==> config.mk <==
export PLATFORM = sky130hd
export DESIGN_NAME = dts_ram
export DESIGN_NICKNAME = d
export VERILOG_FILES = /design/src/hdl/dts_ram.sv
export SDC_FILE = /design/constraint.sdc
export NUM_CORES = 1
export LEC_CHECK = 0
export ABC_AREA = 1
export BUFFER_PORTS_ARGS = -buffer_cell sky130_fd_sc_hd__buf_2
export CORE_MARGIN = 8
export CORE_UTILIZATION = 39
export CTS_CLUSTER_DIAMETER = 100
export DETAILED_ROUTE_END_ITERATION = 6
export GPL_TIMING_DRIVEN = 0
export PLACE_DENSITY = 0.61
export SYNTH_ARGS = -nofsm -noshare
export SYNTH_HDL_FRONTEND = slang
export SYNTH_SLANG_ARGS = --single-unit
==> constraint.sdc <==
create_clock -name clk -period 2.65 [get_ports clk]
set_input_delay 0.1325 -clock clk [delete_from_list [all_inputs] [get_ports clk]]
set_output_delay 0.1325 -clock clk [all_outputs]
set_load 0.005 [all_outputs]
==> src/hdl/dts_ram.sv <==
// Simple dual-port memory with one write port and one registered read port.
// Used for the edge store, list heads, stack, order and per-vertex stores.
module dts_ram #(
  parameter int WIDTH = 8,
  parameter int DEPTH = 64,
  parameter int AW    = $clog2(DEPTH)
) (
  input  logic             clk,
  input  logic             wr_en,
  input  logic [AW-1:0]    wr_addr,
  input  logic [WIDTH-1:0] wr_data,
  input  logic [AW-1:0]    rd_addr,
  output logic [WIDTH-1:0] rd_data
);

  logic [WIDTH-1:0] mem [DEPTH];

  always_ff @(posedge clk) begin
    if (wr_en) begin
      mem[wr_addr] <= wr_data;
    end
  end

  always_ff @(posedge clk) begin
    rd_data <= mem[rd_addr];
  end

endmodule

==> impl_metrics.csv <==
group,metric,value,unit
cts,post_cts_buffers,0,
detailed_routing,routedWlPerCell,23.61,µm
synth,yosys_warnings,0,
global_routing,antenna_found_initial,3,
die,rows,85,
die,core_area,53920,µm²
finish,drive_gt1_frac,0.1033,
power_and_ir_drop,finalPower,17.67,mW
cts,cts_sinks,520,
worst_setup_path,worstPathRequired,2.87,ns
detailed_routing,num_vias,14350,
synth,ys_ff_latch,520,
finish,multiInputGateArea,4996,µm²
timing,skew,0.01090,ns
run_status,violations,"DRC",
timing,fin_crit_sh,0.8585,
detailed_routing,totalWireLength,61970,µm
place,gp_congestion,0.9596,
timing,slew_headroom,0.1585,
hold_path,holdCritPathClass,"input pin to flop",
worst_setup_path,path_buf_inv,2,
synth,synth-xor-area-share,0,
timing,finalHoldViolations,0,
flow_run,drv_cap,0,
synth,synthMuxAreaShare,0,
cts,cts.path.max_buffers,3,
finish,register_area,15530,µm²
place,place_hpwl,41110,µm
cts,numCtsBuffers,52,
detailed_routing,dr.pass1.iters,7,
timing,fmaxAchievable,0.4396,GHz
synth,synth_area,21340,µm²
synth,syn_nets,1827,
cts,clkTransAtPathRegs,0.06,ns
timing,rsz0062_at_grt,"no",
worst_setup_path,slowest_delay,1.03,ns
power_and_ir_drop,vdd_drop_max,475.3,µV
die,initial_core_util,0.3958,
place,port_buffers,21,
worst_setup_path,criticalPathCategory,"input pin to flop",
cts,hold_buffers,0,
synth,syn-instance-count,1805,
timing,tightest_slew,1.262,ns
timing,finalSetupViolCount,0,
worst_setup_path,end_kind,"flop",
die,die_y,249.9,µm
worst_setup_path,path_cells,"clkbuf_1, inv_1, nand4_1, nor2_1",
run_status,outcome,"finished with violations",
finish,final_net_count,1911,
die,die_x,249.9,µm
cts,clock_latency,0.60,ns
synth,synth-compound-area-share,0,
detailed_routing,drc,7,
timing,maxSlewViolCount,0,
worst_setup_path,worst-path-max-fanout,9,
cts,htree_levels,2,
die,pin_count,30,
synth,synth_top_family_by_area,"simple AND/OR/NAND/NOR gates",
worst_setup_path,cp_slowest_cell,"nor2_1",
finish,utilization,0.4477,
synth,synthAdderAreaFrac,0,
timing,period_needed,2.275,ns
global_routing,grt_use_total,0.1953,
global_routing,grt_pass1_vias,13530,
cts,root_buffer,"clkbuf_16",
detailed_routing,routed_via_density,5.466,
timing,timing.hold.ws,0.01199,ns
worst_setup_path,cp-start-kind,"input pin",
cts,post_cts_resized,0,
global_routing,grt_max_degree,65,
die,die_area,62460,µm²
synth,synth_simple_gate_area_share,0.2318,
cts,cts_tree,"done",
finish,area_growth,13.13,%
synth,yosysSeqAreaShare,0.7280,
worst_setup_path,worstPathArrival,2.49,ns
synth,syn_area_per_cell,11.82,µm²
detailed_routing,drtAntennaViolNets,0,
global_routing,grt_pass1_wl,90130,µm
global_routing,gr-total-overflow,0,
finish,num-fill-cells,4866,
detailed_routing,drt_iter0_drc,1908,
power_and_ir_drop,p_per_area,731.9,nW/µm²
worst_setup_path,critical_path.top_delay_family,"simple AND/OR/NAND/NOR gates",
synth,synth.distinct_cells,16,
power_and_ir_drop,total_leakage_power,8.686,nW
## power by group
| part | switching (mW) | internal (mW) |
|---|---|---|
| registers | 0.0154 | 9.10 |
| clock network | 3.05 | 4.28 |
| logic | 0.899 | 0.316 |
## cell usage after synthesis
library cell  count  area share
buf_1            10      0.0018
buf_2            37      0.0087
buf_4            14      0.0049
buf_6            35       0.018
buf_8             2      0.0014
clkbuf_1         15      0.0026
dfxtp_1           8      0.0075
edfxtp_1        512        0.72
inv_1            10      0.0018
inv_2             1     0.00018
inv_6             1     0.00041
nand2_1         648        0.11
nand3_1         439        0.10
nand4_1           9      0.0026
nor2_1           56      0.0099
nor4_1            8      0.0023
## cell usage in the layout, fill, tap and decap left out, drive strengths merged
master    n
nand2   648
edfxtp  512
nand3   439
buf     128
clkbuf   82
nor2     56
clkinv   19
inv      12
nand4     9
nor4      8
dfxtp     8
bufinv    6
diode     2
## worst paths after layout
| check | from | to | slack [ns] | cells past startpoint |
|---|---|---|---|---|
| worst max-delay path | wr_addr[2] | mem[11][5]$_DFFE_PP_ | 0.38 | 4 |
| worst min-delay path | wr_data[6] | mem[60][6]$_DFFE_PP_ | 0.01 | 1 |
| worst max register to register | mem[25][5]$_DFFE_PP_ | rd_data[5]$_DFF_P_ | 1.15 | 8 |
| worst min register to register | mem[40][7]$_DFFE_PP_ | rd_data[7]$_DFF_P_ | 0.91 | 8 |
## cells by family (layout without fill, tap and decap cells)
| logic type | after synthesis | count (layout) |
|---|---|---|
| other | 0 | 2 |
| buffers and inverters | 125 | 247 |
| and+or+nand+nor | 1160 | 1160 |
| DFF | 520 | 520 |
## metrics by stage
stage,setup TNS [ns],area (µm²),cells,worst slack (ns)
3_5_place_dp,-1.270,22420,2529,-0.05310
3_3_place_gp,-2.005,22320,2522,-0.1660
2_1_floorplan,0,21340,1805,0.7514
6_report,0,24140,2625,0.3750
4_1_cts,0,24090,2621,0.5749
5_1_grt,0,24140,2623,0.3408
## registers in the layout (all words and copies together) (netlist names)
| name | flops |
|---|---|
| mem | 512 |
| rd_data | 8 |
## per-layer routing
| layer | global-route usage | wire (µm) | vias up |
|---|---|---|---|
| met4 | 0.07359 | 2283 | 2 |
| li1 | - | - | 6532 |
| met5 | 0 | 13 | - |
| met3 | 0.04365 | 5951 | 126 |
| met2 | 0.3059 | 28280 | 688 |
| met1 | 0.2640 | 25450 | 6999 |
## final cells by class
cell class | instances | area share
Clock inverter | 25 | 0.01109
Sequential cell | 520 | 0.6435
Timing Repair Buffer | 30 | 0.008707
Antenna cell | 2 | 0.0002073
Multi-Input combinational cell | 1160 | 0.2069
Tap cell | 696 | 0.03607
Buffer | 113 | 0.03348
Clock buffer | 67 | 0.05794
Inverter | 12 | 0.002073
(Power assumes the default switching activity.)
